## config.mk

```make
export PLATFORM = sky130hd
export DESIGN_NAME = bounded_list_insert_delete
export DESIGN_NICKNAME = d
export VERILOG_FILES = /design/src/rtl/blid_pkg.sv /design/src/rtl/blid_front.sv /design/src/rtl/blid_cmd_fifo.sv /design/src/rtl/blid_back.sv /design/src/rtl/bounded_list_insert_delete.sv
export SDC_FILE = /design/constraint.sdc
export NUM_CORES = 2
export LEC_CHECK = 0
export ABC_AREA = 1
export BUFFER_PORTS_ARGS = -buffer_cell sky130_fd_sc_hd__buf_2
export CORE_MARGIN = 5
export CORE_UTILIZATION = 47
export CTS_BUF_LIST = sky130_fd_sc_hd__clkbuf_2
export CTS_CLUSTER_SIZE = 28
export DETAILED_ROUTE_END_ITERATION = 8
export HOLD_SLACK_MARGIN = 0.02
export MAX_ROUTING_LAYER = met4
export SYNTH_ARGS = -nofsm -noshare
export SYNTH_HDL_FRONTEND = slang
export SYNTH_SLANG_ARGS = --single-unit
export TNS_END_PERCENT = 20
```

## constraint.sdc

```tcl
create_clock -name clk -period 4.2 [get_ports clk]
set_input_delay 0.63 -clock clk [delete_from_list [all_inputs] [get_ports clk]]
set_output_delay 0.63 -clock clk [all_outputs]
set_load 0.01 [all_outputs]
```

## src/rtl/blid_pkg.sv

```systemverilog
`timescale 1ns / 1ps
// Shared types and constants for the bounded list block.
// No dependencies; every rtl file references this package by scoped names.
package blid_pkg;

  localparam int CAPACITY    = 64;          // most entries the list may hold (2..64)
  localparam int STORE_DEPTH = 64;          // ring store slots
  localparam int SLOT_W      = 6;           // slot index width, log2(STORE_DEPTH)
  localparam int COUNT_W     = 7;           // entry count, 0..CAPACITY
  localparam int VALUE_W     = 32;
  localparam int POS_W       = 6;
  localparam int KIND_W      = 2;
  localparam int IN_DATA_W   = 40;          // item_value + position, padded to bytes
  localparam int OUT_USER_W  = 2;

  localparam int QUEUE_DEPTH = 2;
  localparam int QPTR_W      = 1;
  localparam int QCNT_W      = 2;

  localparam logic [KIND_W-1:0] KIND_FRONT  = 2'd0;
  localparam logic [KIND_W-1:0] KIND_BACK   = 2'd1;
  localparam logic [KIND_W-1:0] KIND_DELETE = 2'd2;

  typedef enum logic [1:0] {
    OP_FRONT,
    OP_BACK,
    OP_DELETE,
    OP_NONE
  } op_t;

  typedef struct packed {
    op_t                        op;
    logic signed [VALUE_W-1:0]  value;
    logic [POS_W-1:0]           position;
  } cmd_t;

endpackage

```

## src/rtl/blid_front.sv

```systemverilog
`timescale 1ns / 1ps
// Input stage: accepts command transactions and decodes the kind into an operation.
// Depends on blid_pkg.
module blid_front (
  input  logic                          clk,
  input  logic                          rst,
  input  logic                          s_tvalid,
  output logic                          s_tready,
  input  logic [blid_pkg::IN_DATA_W-1:0] s_tdata,
  input  logic [blid_pkg::KIND_W-1:0]   s_tuser,
  output logic                          cmd_valid,
  input  logic                          cmd_ready,
  output blid_pkg::cmd_t                cmd
);

  blid_pkg::cmd_t decoded;
  logic           hold_vld;

  always_comb begin
    decoded.value    = s_tdata[blid_pkg::VALUE_W-1:0];
    decoded.position = s_tdata[blid_pkg::VALUE_W +: blid_pkg::POS_W];
    case (s_tuser)
      blid_pkg::KIND_FRONT:  decoded.op = blid_pkg::OP_FRONT;
      blid_pkg::KIND_BACK:   decoded.op = blid_pkg::OP_BACK;
      blid_pkg::KIND_DELETE: decoded.op = blid_pkg::OP_DELETE;
      default:               decoded.op = blid_pkg::OP_NONE;
    endcase
  end

  assign s_tready  = !hold_vld || cmd_ready;
  assign cmd_valid = hold_vld;

  always_ff @(posedge clk) begin
    if (rst) begin
      hold_vld <= 1'b0;
    end else if (s_tready) begin
      hold_vld <= s_tvalid;
    end
  end

  // Payload register, no reset.
  always_ff @(posedge clk) begin
    if (s_tvalid && s_tready) begin
      cmd <= decoded;
    end
  end

endmodule

```

## src/rtl/blid_cmd_fifo.sv

```systemverilog
`timescale 1ns / 1ps
// Short command queue between the decode stage and the list engine.
// Depends on blid_pkg.
module blid_cmd_fifo (
  input  logic           clk,
  input  logic           rst,
  input  logic           in_valid,
  output logic           in_ready,
  input  blid_pkg::cmd_t in_cmd,
  output logic           out_valid,
  input  logic           out_ready,
  output blid_pkg::cmd_t out_cmd
);

  blid_pkg::cmd_t                slots [blid_pkg::QUEUE_DEPTH];
  logic [blid_pkg::QPTR_W-1:0]   wr_ptr;
  logic [blid_pkg::QPTR_W-1:0]   rd_ptr;
  logic [blid_pkg::QCNT_W-1:0]   fill;
  logic                          push;
  logic                          pop;

  assign in_ready  = fill != blid_pkg::QCNT_W'(blid_pkg::QUEUE_DEPTH);
  assign out_valid = fill != '0;
  assign out_cmd   = slots[rd_ptr];
  assign push      = in_valid && in_ready;
  assign pop       = out_valid && out_ready;

  always_ff @(posedge clk) begin
    if (rst) begin
      wr_ptr <= '0;
      rd_ptr <= '0;
      fill   <= '0;
    end else begin
      if (push) begin
        wr_ptr <= (wr_ptr == blid_pkg::QPTR_W'(blid_pkg::QUEUE_DEPTH - 1)) ? '0 : wr_ptr + 1'b1;
      end
      if (pop) begin
        rd_ptr <= (rd_ptr == blid_pkg::QPTR_W'(blid_pkg::QUEUE_DEPTH - 1)) ? '0 : rd_ptr + 1'b1;
      end
      if (push && !pop) begin
        fill <= fill + 1'b1;
      end else if (pop && !push) begin
        fill <= fill - 1'b1;
      end
    end
  end

  always_ff @(posedge clk) begin
    if (push) begin
      slots[wr_ptr] <= in_cmd;
    end
  end

endmodule

```

## src/rtl/blid_back.sv

```systemverilog
`timescale 1ns / 1ps
// List engine: ring store, insert/delete execution and the listing stream.
// Depends on blid_pkg.
module blid_back (
  input  logic                              clk,
  input  logic                              rst,
  input  logic                              cmd_valid,
  output logic                              cmd_ready,
  input  blid_pkg::cmd_t                    cmd,
  output logic                              m_tvalid,
  input  logic                              m_tready,
  output logic [blid_pkg::VALUE_W-1:0]      m_tdata,
  output logic                              m_tlast,
  output logic [blid_pkg::OUT_USER_W-1:0]   m_tuser
);

  typedef enum logic [1:0] {
    ST_IDLE,
    ST_SHIFT,
    ST_LIST
  } state_t;

  state_t                          state;
  logic [blid_pkg::VALUE_W-1:0]    store [blid_pkg::STORE_DEPTH];
  logic [blid_pkg::VALUE_W-1:0]    rd_data;
  logic [blid_pkg::SLOT_W-1:0]     front_slot;
  logic [blid_pkg::COUNT_W-1:0]    entry_count;
  logic [blid_pkg::COUNT_W-1:0]    idx;
  logic                            dropped;
  logic                            sh_vld;
  logic [blid_pkg::SLOT_W-1:0]     sh_addr;
  logic                            lst_vld;
  logic                            lst_last;

  logic                            take;
  logic                            is_full;
  logic                            o_free;
  logic                            idx_live;
  logic                            sh_issue;
  logic                            lst_move;
  logic                            lst_issue;
  logic                            empty_emit;
  logic                            we;
  logic [blid_pkg::SLOT_W-1:0]     wa;
  logic [blid_pkg::VALUE_W-1:0]    wd;
  logic                            re;
  logic [blid_pkg::SLOT_W-1:0]     ra;

  assign cmd_ready  = state == ST_IDLE;
  assign take       = cmd_valid && cmd_ready;
  assign is_full    = entry_count >= blid_pkg::COUNT_W'(blid_pkg::CAPACITY);
  assign o_free     = !m_tvalid || m_tready;
  assign idx_live   = idx < entry_count;
  assign ra         = front_slot + idx[blid_pkg::SLOT_W-1:0];
  assign sh_issue   = (state == ST_SHIFT) && idx_live;
  assign lst_move   = (state == ST_LIST) && lst_vld && o_free;
  assign lst_issue  = (state == ST_LIST) && idx_live && (!lst_vld || lst_move);
  assign empty_emit = (state == ST_LIST) && (entry_count == '0) && o_free;
  assign re         = sh_issue || lst_issue;

  // Single write port: inserts from idle, moved entries while closing a gap.
  always_comb begin
    we = 1'b0;
    wa = sh_addr;
    wd = rd_data;
    if (take && !is_full && cmd.op == blid_pkg::OP_FRONT) begin
      we = 1'b1;
      wa = front_slot - blid_pkg::SLOT_W'(1);
      wd = cmd.value;
    end else if (take && !is_full && cmd.op == blid_pkg::OP_BACK) begin
      we = 1'b1;
      wa = front_slot + entry_count[blid_pkg::SLOT_W-1:0];
      wd = cmd.value;
    end else if (state == ST_SHIFT && sh_vld) begin
      we = 1'b1;
    end
  end

  always_ff @(posedge clk) begin
    if (we) begin
      store[wa] <= wd;
    end
    if (re) begin
      rd_data <= store[ra];
    end
  end

  always_ff @(posedge clk) begin
    if (rst) begin
      state       <= ST_IDLE;
      front_slot  <= '0;
      entry_count <= '0;
      idx         <= '0;
      dropped     <= 1'b0;
      sh_vld      <= 1'b0;
      lst_vld     <= 1'b0;
      m_tvalid    <= 1'b0;
    end else begin
      case (state)
        ST_IDLE: begin
          if (take) begin
            dropped <= is_full && (cmd.op == blid_pkg::OP_FRONT || cmd.op == blid_pkg::OP_BACK);
            // An in-range delete closes the gap first; everything else lists at once.
            if (cmd.op == blid_pkg::OP_DELETE &&
                blid_pkg::COUNT_W'(cmd.position) < entry_count) begin
              idx    <= blid_pkg::COUNT_W'(cmd.position) + 1'b1;
              sh_vld <= 1'b0;
              state  <= ST_SHIFT;
            end else begin
              idx   <= '0;
              state <= ST_LIST;
            end
            case (cmd.op)
              blid_pkg::OP_FRONT: begin
                if (!is_full) begin
                  front_slot  <= front_slot - blid_pkg::SLOT_W'(1);
                  entry_count <= entry_count + 1'b1;
                end
              end
              blid_pkg::OP_BACK: begin
                if (!is_full) begin
                  entry_count <= entry_count + 1'b1;
                end
              end
              default: begin
              end
            endcase
          end
        end
        ST_SHIFT: begin
          // Read slot k+1 each cycle, write it to slot k the next.
          sh_vld  <= sh_issue;
          sh_addr <= ra - blid_pkg::SLOT_W'(1);
          if (sh_issue) begin
            idx <= idx + 1'b1;
          end else if (!sh_vld) begin
            entry_count <= entry_count - 1'b1;
            idx         <= '0;
            state       <= ST_LIST;
          end
        end
        ST_LIST: begin
          if (lst_issue) begin
            idx      <= idx + 1'b1;
            lst_vld  <= 1'b1;
            lst_last <= (idx + 1'b1) == entry_count;
          end else if (lst_move) begin
            lst_vld <= 1'b0;
          end
          if (entry_count == '0) begin
            if (o_free) begin
              state <= ST_IDLE;
            end
          end else if (!idx_live && (!lst_vld || lst_move)) begin
            state <= ST_IDLE;
          end
        end
        default: begin
          state <= ST_IDLE;
        end
      endcase

      // Output register.
      if (lst_move) begin
        m_tvalid <= 1'b1;
        m_tdata  <= rd_data;
        m_tlast  <= lst_last;
        m_tuser  <= {dropped, 1'b0};
      end else if (empty_emit) begin
        m_tvalid <= 1'b1;
        m_tdata  <= '0;
        m_tlast  <= 1'b1;
        m_tuser  <= {dropped, 1'b1};
      end else if (m_tready) begin
        m_tvalid <= 1'b0;
      end
    end
  end

endmodule

```

## src/rtl/bounded_list_insert_delete.sv

```systemverilog
`timescale 1ns / 1ps
// Top level of the bounded list: decode stage, command queue and list engine.
// Depends on blid_pkg, blid_front, blid_cmd_fifo and blid_back.
//
//  channel | dir | handshake          | payload
//  --------+-----+--------------------+------------------------------------------
//  s_*     | in  | s_tvalid/s_tready  | tuser: kind; tdata: item_value, position
//  m_*     | out | m_tvalid/m_tready  | tdata: entry_value; tlast: is_last;
//          |     |                    | tuser: list_empty, insert_dropped
//
// A listing streams one entry per cycle, while the receiver does not stall, from the
// ring store's single registered read port. The engine accepts a new command only
// once it has finished the previous listing. A delete first closes the gap, one entry
// per cycle through the same read port. Up to three commands can wait in the decode
// register and queue while a listing streams.
// rst is synchronous, active high, and clears all control state; the store is not
// cleared. Downstream stalls freeze the listing in place; nothing is lost.
module bounded_list_insert_delete (
  input  logic                               clk,
  input  logic                               rst,
  input  logic                               s_tvalid,
  output logic                               s_tready,
  // [31:0] item_value, [37:32] position, [39:38] zero
  input  logic [blid_pkg::IN_DATA_W-1:0]     s_tdata,
  // [1:0] kind
  input  logic [blid_pkg::KIND_W-1:0]        s_tuser,
  output logic                               m_tvalid,
  input  logic                               m_tready,
  // [31:0] entry_value
  output logic [blid_pkg::VALUE_W-1:0]       m_tdata,
  output logic                               m_tlast,
  // [0] list_empty, [1] insert_dropped
  output logic [blid_pkg::OUT_USER_W-1:0]    m_tuser
);

  logic           dec_valid;
  logic           dec_ready;
  blid_pkg::cmd_t dec_cmd;
  logic           q_valid;
  logic           q_ready;
  blid_pkg::cmd_t q_cmd;

  // Accept and decode incoming transactions.
  blid_front u_front (
    .clk       (clk),
    .rst       (rst),
    .s_tvalid  (s_tvalid),
    .s_tready  (s_tready),
    .s_tdata   (s_tdata),
    .s_tuser   (s_tuser),
    .cmd_valid (dec_valid),
    .cmd_ready (dec_ready),
    .cmd       (dec_cmd)
  );

  // Buffer decoded commands so input and listing stall independently.
  blid_cmd_fifo u_queue (
    .clk       (clk),
    .rst       (rst),
    .in_valid  (dec_valid),
    .in_ready  (dec_ready),
    .in_cmd    (dec_cmd),
    .out_valid (q_valid),
    .out_ready (q_ready),
    .out_cmd   (q_cmd)
  );

  // Execute commands on the ring store and stream the list.
  blid_back u_back (
    .clk       (clk),
    .rst       (rst),
    .cmd_valid (q_valid),
    .cmd_ready (q_ready),
    .cmd       (q_cmd),
    .m_tvalid  (m_tvalid),
    .m_tready  (m_tready),
    .m_tdata   (m_tdata),
    .m_tlast   (m_tlast),
    .m_tuser   (m_tuser)
  );

endmodule

```

; ---- Word-level counts from Yosys, hierarchy flattened
; Memory sizes are Yosys's and may differ from the RTL's. A register that Yosys moved wholly into a read port is not among the register bits.
; Cells that the tools add are included.
[totals]
ff_bits = 113
ramBits = 2128
n_memories = 2
elab_cells = 163
input_bits = 46
[classes]
n_reduce_logical = 53
muxes = 52
bitwise_logic = 2
n_addsub = 12
eq_ne = 18
order_cmp = 3
[mem_list]
columns = name, depth, word_bits, rd, rd_ports_with_merged_regs, wr, line
row1 = u_back.store, 64, 32, 1, 1, 1, blid_back.sv:24  ; logic [blid_pkg::VALUE_W-1:0] store [blid_pkg::STORE_DEPTH];
row2 = u_queue.slots, 2, 40, 1, 1, 1, blid_cmd_fifo.sv:15  ; blid_pkg::cmd_t slots [blid_pkg::QUEUE_DEPTH];
[op_table]
columns = operator, count
row1 = 32-bit 2-to-1 mux, 4
row2 = 7-bit 2-to-1 mux, 10
row3 = 2-bit 2-to-1 mux, 11
row4 = 7-bit one-hot mux with 3 select lines, 1
row5 = 1-bit 2-to-1 mux, 20
row6 = 1-bit logical AND, 19
row7 = "7-bit by 1-bit adder with 7-bit output, second input constant", 2
row8 = "2-bit inequality test, second input constant", 7
row9 = 7-bit one-hot mux with 2 select lines, 1
row10 = 6-bit adder, 2
row11 = 6-bit 2-to-1 mux, 2
row12 = 2-bit one-hot mux with 3 select lines, 2
row13 = "6-bit by 1-bit subtractor with 6-bit output, second input constant", 2
row14 = 2-bit nonzero test, 5
row15 = 2-bit AND reduction, 4
row16 = 4-bit AND reduction, 2
row17 = "6-bit by 1-bit adder with 7-bit output, second input constant", 1
row18 = 7-bit equality test, 1
row19 = "7-bit greater-or-equal comparator, second input constant", 1
row20 = 1-bit zero test, 7
row21 = 7-bit zero test, 1
row22 = 6-bit by 7-bit less-than comparator with 1-bit output, 1
row23 = 7-bit less-than comparator, 1
row24 = "7-bit by 1-bit subtractor with 7-bit output, second input constant", 1
row25 = other kinds (17), 32

; ---- Depth between registers and ports, before layout
[logic_depth]
word_depth = 8
depth_mapped = 16

; ---- By module
; A second synthesis with hierarchy kept.
[hier_totals]
hier_cells = 8886
area_unflattened_um2 = 95763.1
[by_module_without_submodules]
columns = module, instances, seq_area_each_um2, area_each_um2, cells_per_inst
row1 = blid_back, 1, 64241.6, 91370.1, 8677
row2 = blid_cmd_fifo, 1, 2502.4, 3136.8, 161
row3 = blid_front, 1, 1221.2, 1256.2, 48

; ---- Worst setup path before layout
; Ideal clock, no wire load.
[synth_path]
kind = reg2reg
startpoint = register u_back.state[0]
endpoint = memory u_back.store[0][10] (netlist bit), data pin
setup_time_ns = 0.588
stages_incl_launch_ff = 11
n_path_buf = 2
synth_period_minus_slack_ns = 3.861
arrival_ns = 3.273
setup_slack_ns = 0.339
required_time_ns = 3.612
cell_sequence = dfxtp_1 inv_1 ha_1 nand2_2 inv_2 nand3_4 inv_1 buf_2 buf_2 nor2_1 a31oi_1
[synth_between]
elab_chain_len = 6
elab_cells_between_ends = 7
classes_between = mux (2) / reduce/logical (5)
[synth_lines]
columns = element, line
row1 = start: declaration, blid_back.sv:23  ; state_t state;
row2 = start signal: assignment, blid_back.sv:90  ; state <= ST_IDLE;
row3 = start signal: assignment, blid_back.sv:108  ; state <= ST_SHIFT;
row4 = start signal: assignment, blid_back.sv:111  ; state <= ST_LIST;
row5 = 2-bit zero test *, blid_back.sv:49  ; assign cmd_ready = state == ST_IDLE;
row6 = 1-bit logical AND *, blid_back.sv:50  ; assign take = cmd_valid && cmd_ready;
row7 = 1-bit logical AND *, "blid_back.sv:66, blid_back.sv:70"
row8 = 1-bit logical AND, blid_back.sv:70  ; end else if (take && !is_full && cmd.op == blid_pkg::OP_BACK) begin
row9 = 32-bit 2-to-1 mux, blid_back.sv:70
row10 = 32-bit 2-to-1 mux *, blid_back.sv:66  ; if (take && !is_full && cmd.op == blid_pkg::OP_FRONT) begin
row11 = "named net u_back.wd, one bit", blid_back.sv:45  ; logic [blid_pkg::VALUE_W-1:0] wd;
row12 = end: declaration, blid_back.sv:24
; The timed path passes the listed nets; every way through them passes the cells marked *.

==> impl_metrics.yaml <==
placement:
  io_buffer_count: 80
  gp_congestion: 0.881
  dpl.hpwl_um: 158000
  placedCellCount: 12200
floorplanning:
  die_w_um: 467
  die_area_um2: 218000
  core_area_um2: 207000
  start_util_pct: 47.3
  fp.dieH_um: 467
  pin_count: 83
  row_count: 167
worst_setup_path:
  cp_max_fo: 32
  start_kind: "register"
  crit_arrival_ns: 5.29
  r2r_slack_ns: 0.32
  crit_type: "reg2reg"
  endpoint_kind: "register"
  required_ns: 5.61
sta:
  post-route-period-util_pct: 92.4
  drv_slew: 0
  max_freq_mhz: 258
  rsz0062_at_grt: "false"
  fin_setup_tns_ns: 0
  setup_violations: 0
  hold_viol: 0
  clock_skew_ns: 0.188
  slew_headroom_pct: 19.9
  tightest_slew_ns: 1.20
  min_period_ns: 3.88
cells_and_area:
  fin_util_pct: 53.1
  syn_to_final_growth_pct: 12.3
  final_nets: 10300
  multi_input_area_um2: 24700
  register_area_um2: 68000
  nFillCells: 18200
  stdcell_count: 13400
  drive_above_1_share_pct: 13.4
yosys:
  synth_area_leader_cell: "edfxtp_1"
  synth.avg_cell_area_um2: 10.3
  syn-instance-count: 9562
  netlist_area_um2: 98200
  synth_area_leaders: "edfxtp_1, nand2_1, nand3_1"
  yosysWarnings: 0
  yosysSeqAreaShare_pct: 69.2
  syn-num-nets: 9646
  yosys_register_bits: 2274
  yosysTopAreaCellShare_pct: 68.6
  synth.distinct_cells: 40
routing:
  drtAntennaViolNets: 0
  avgRoutedWirePerCell_um: 21.2
  finalWirelength_um: 284000
  initialDrtViolationCount: 6519
  vias_per_cell: 5.20
  firstDrtPassIters: 6
  post-route-drc-count: 0
  route.vias.total: 69600
cts:
  cts_tree: "done"
  ctsHoldBuffers: 130
  worstSkewPairLatency_ns: 1.83
  clk_pin_slew_worst_paths_ns: 0.09
  clock_sinks: 2274
  cts.path.max_buffers: 4
  postCtsSetupRepairBufs: 0
  clock-root-buffer: "clkbuf_2"
  ctsHtreeMaxLevel: 6
  cts_buffers: 605
  ctsResizeCount: 0
power:
  p_total_mw: 80.4
  leakage_nw: 46.9
  ir_worst_vdd_mv: 0.689
  power_density_nw_per_um2: 729
global_routing:
  grt_pass1_wl_um: 419000
  first_global_vias: 67300
  grt_max_degree: 153
  antenna_found_initial: 10
  grt_overflow: 0
  grt_use_total_pct: 26.5
status:
  status: "complete, no violations"
flow_run:
  drv_cap: 0
hold_path:
  hp-class: "reg2reg"
[worst max-delay path, stage by stage, from the launching register on]
cell	delay [ns]
dfxtp_1	0.46
inv_2	0.30
nand2_2	0.10
nand2_4	0.13
nand3_4	0.18
inv_4	0.25
buf_4	0.49
nor2_1	0.19
a31oi_4	0.80
buf_4	0.51
[per-stage QoR]
step                hold WS (ns)  worst slack [ns]  area, µm²
CTS                        0.158             0.344     110000
global route               0.305             0.166     110000
global placement           0.429             0.503     104000
finish                     0.390             0.318     110000
floorplan                  0.409             0.339      98200
detailed placement         0.429             0.467     104000
[final timing paths]
kind / end / cells past startpoint / start
worst min-delay path: register / 1 / u_queue.rd_ptr
worst max-delay path: u_back.store[20][7] / 9 / register
worst min register to register: register / 1 / u_queue.rd_ptr
worst max register to register: u_back.store[20][7] / 9 / register
[cells in the mapped netlist (all sizes together)]
| cell type | instances |
|---|---|
| dfxtp | 32 |
| inv | 1121 |
| and2b | 2 |
| edfxtp | 2242 |
| o21a | 2 |
| ha | 35 |
| nand4 | 19 |
| nor3 | 2 |
| or2 | 43 |
| clkbuf | 110 |
| nor2 | 368 |
| a21o | 1 |
| and2 | 2 |
| nand3 | 880 |
| fa | 3 |
| xnor2 | 10 |
| o21ai | 222 |
| buf | 360 |
| nand2 | 4022 |
| nand3b | 3 |
| a21oi | 37 |
| clkinv | 2 |
| a31oi | 35 |
| xor2 | 9 |
[power breakdown]
part / switching, mW / leakage (nW) / internal, mW
clock: 8.97 / 4.00 / 5.94
sequential: 0.565 / 20.5 / 30.5
combinational: 26.0 / 22.5 / 8.35
[area by class of cell]
cell class / count / area share [%]
sequential: 2274 / 61.6
antenna: 9 / 0.0204
inverter: 1123 / 3.86
timing repair buffer: 484 / 4.29
multi-input combinational: 5695 / 22.4
tap: 2788 / 3.16
clock buffer: 879 / 3.99
clock inverter: 128 / 0.624
[cells in the final DEF (no fill, tap or decap), types with 4 or more instances in the layout]
cell type	Yosys	routed
nand4_2	4	4
nand3_2	7	7
dfxtp_1	32	32
buf_12	0	78
xnor2_1	10	10
a21oi_1	36	35
nand4_1	15	15
or2_1	33	33
clkinv_2	2	12
or2_2	10	10
buf_2	316	80
a31oi_4	0	32
bufinv_16	0	7
o21ai_1	81	81
nand3_1	872	872
diode_2	0	9
nor2_1	364	298
o21ai_0	140	140
nor2_4	3	69
xor2_1	9	9
dlygate4sd3_1	0	130
ha_1	35	34
clkinv_1	0	96
nand2_1	4011	4009
inv_1	1114	1111
edfxtp_1	2242	2242
inv_2	7	18
buf_4	7	196
clkbuf_2	0	879
nand2_2	10	9
[layer usage]
| metal | GRT usage [%] | wire (µm) | vias up |
|---|---|---|---|
| met1 | 35.1 | 118000 | 33500 |
| met4 | 10.4 | 10100 | 0 |
| met2 | 41.0 | 132000 | 2999 |
| met5 | - | 0 | - |
| met3 | 4.78 | 24200 | 511 |
| li1 | - | - | 32600 |
[logic make-up after synthesis]
| group | after synthesis | synth area share, % |
|---|---|---|
| simple gates | 5341 | 21.9 |
| fa+ha+maj | 38 | 0.507 |
| buf+inv | 1593 | 6.63 |
| xor+xnor | 19 | 0.170 |
| compound gates | 297 | 1.58 |
| flops | 2274 | 69.2 |
[flip-flops by register name, indices dropped and copies added, names as in the netlist, 2 cells and up, named ones only]
register            count
u_back.state            2
u_back.m_tdata         32
u_back.entry_count      7
u_back.m_tuser          2
u_back.idx              7
u_back.front_slot       6
u_back.store         2048
u_back.sh_addr          6
u_front.cmd            40
u_queue.slots          80
u_queue.fill            2
u_back.rd_data         32
Note: power is estimated with default switching activity, not from simulation.
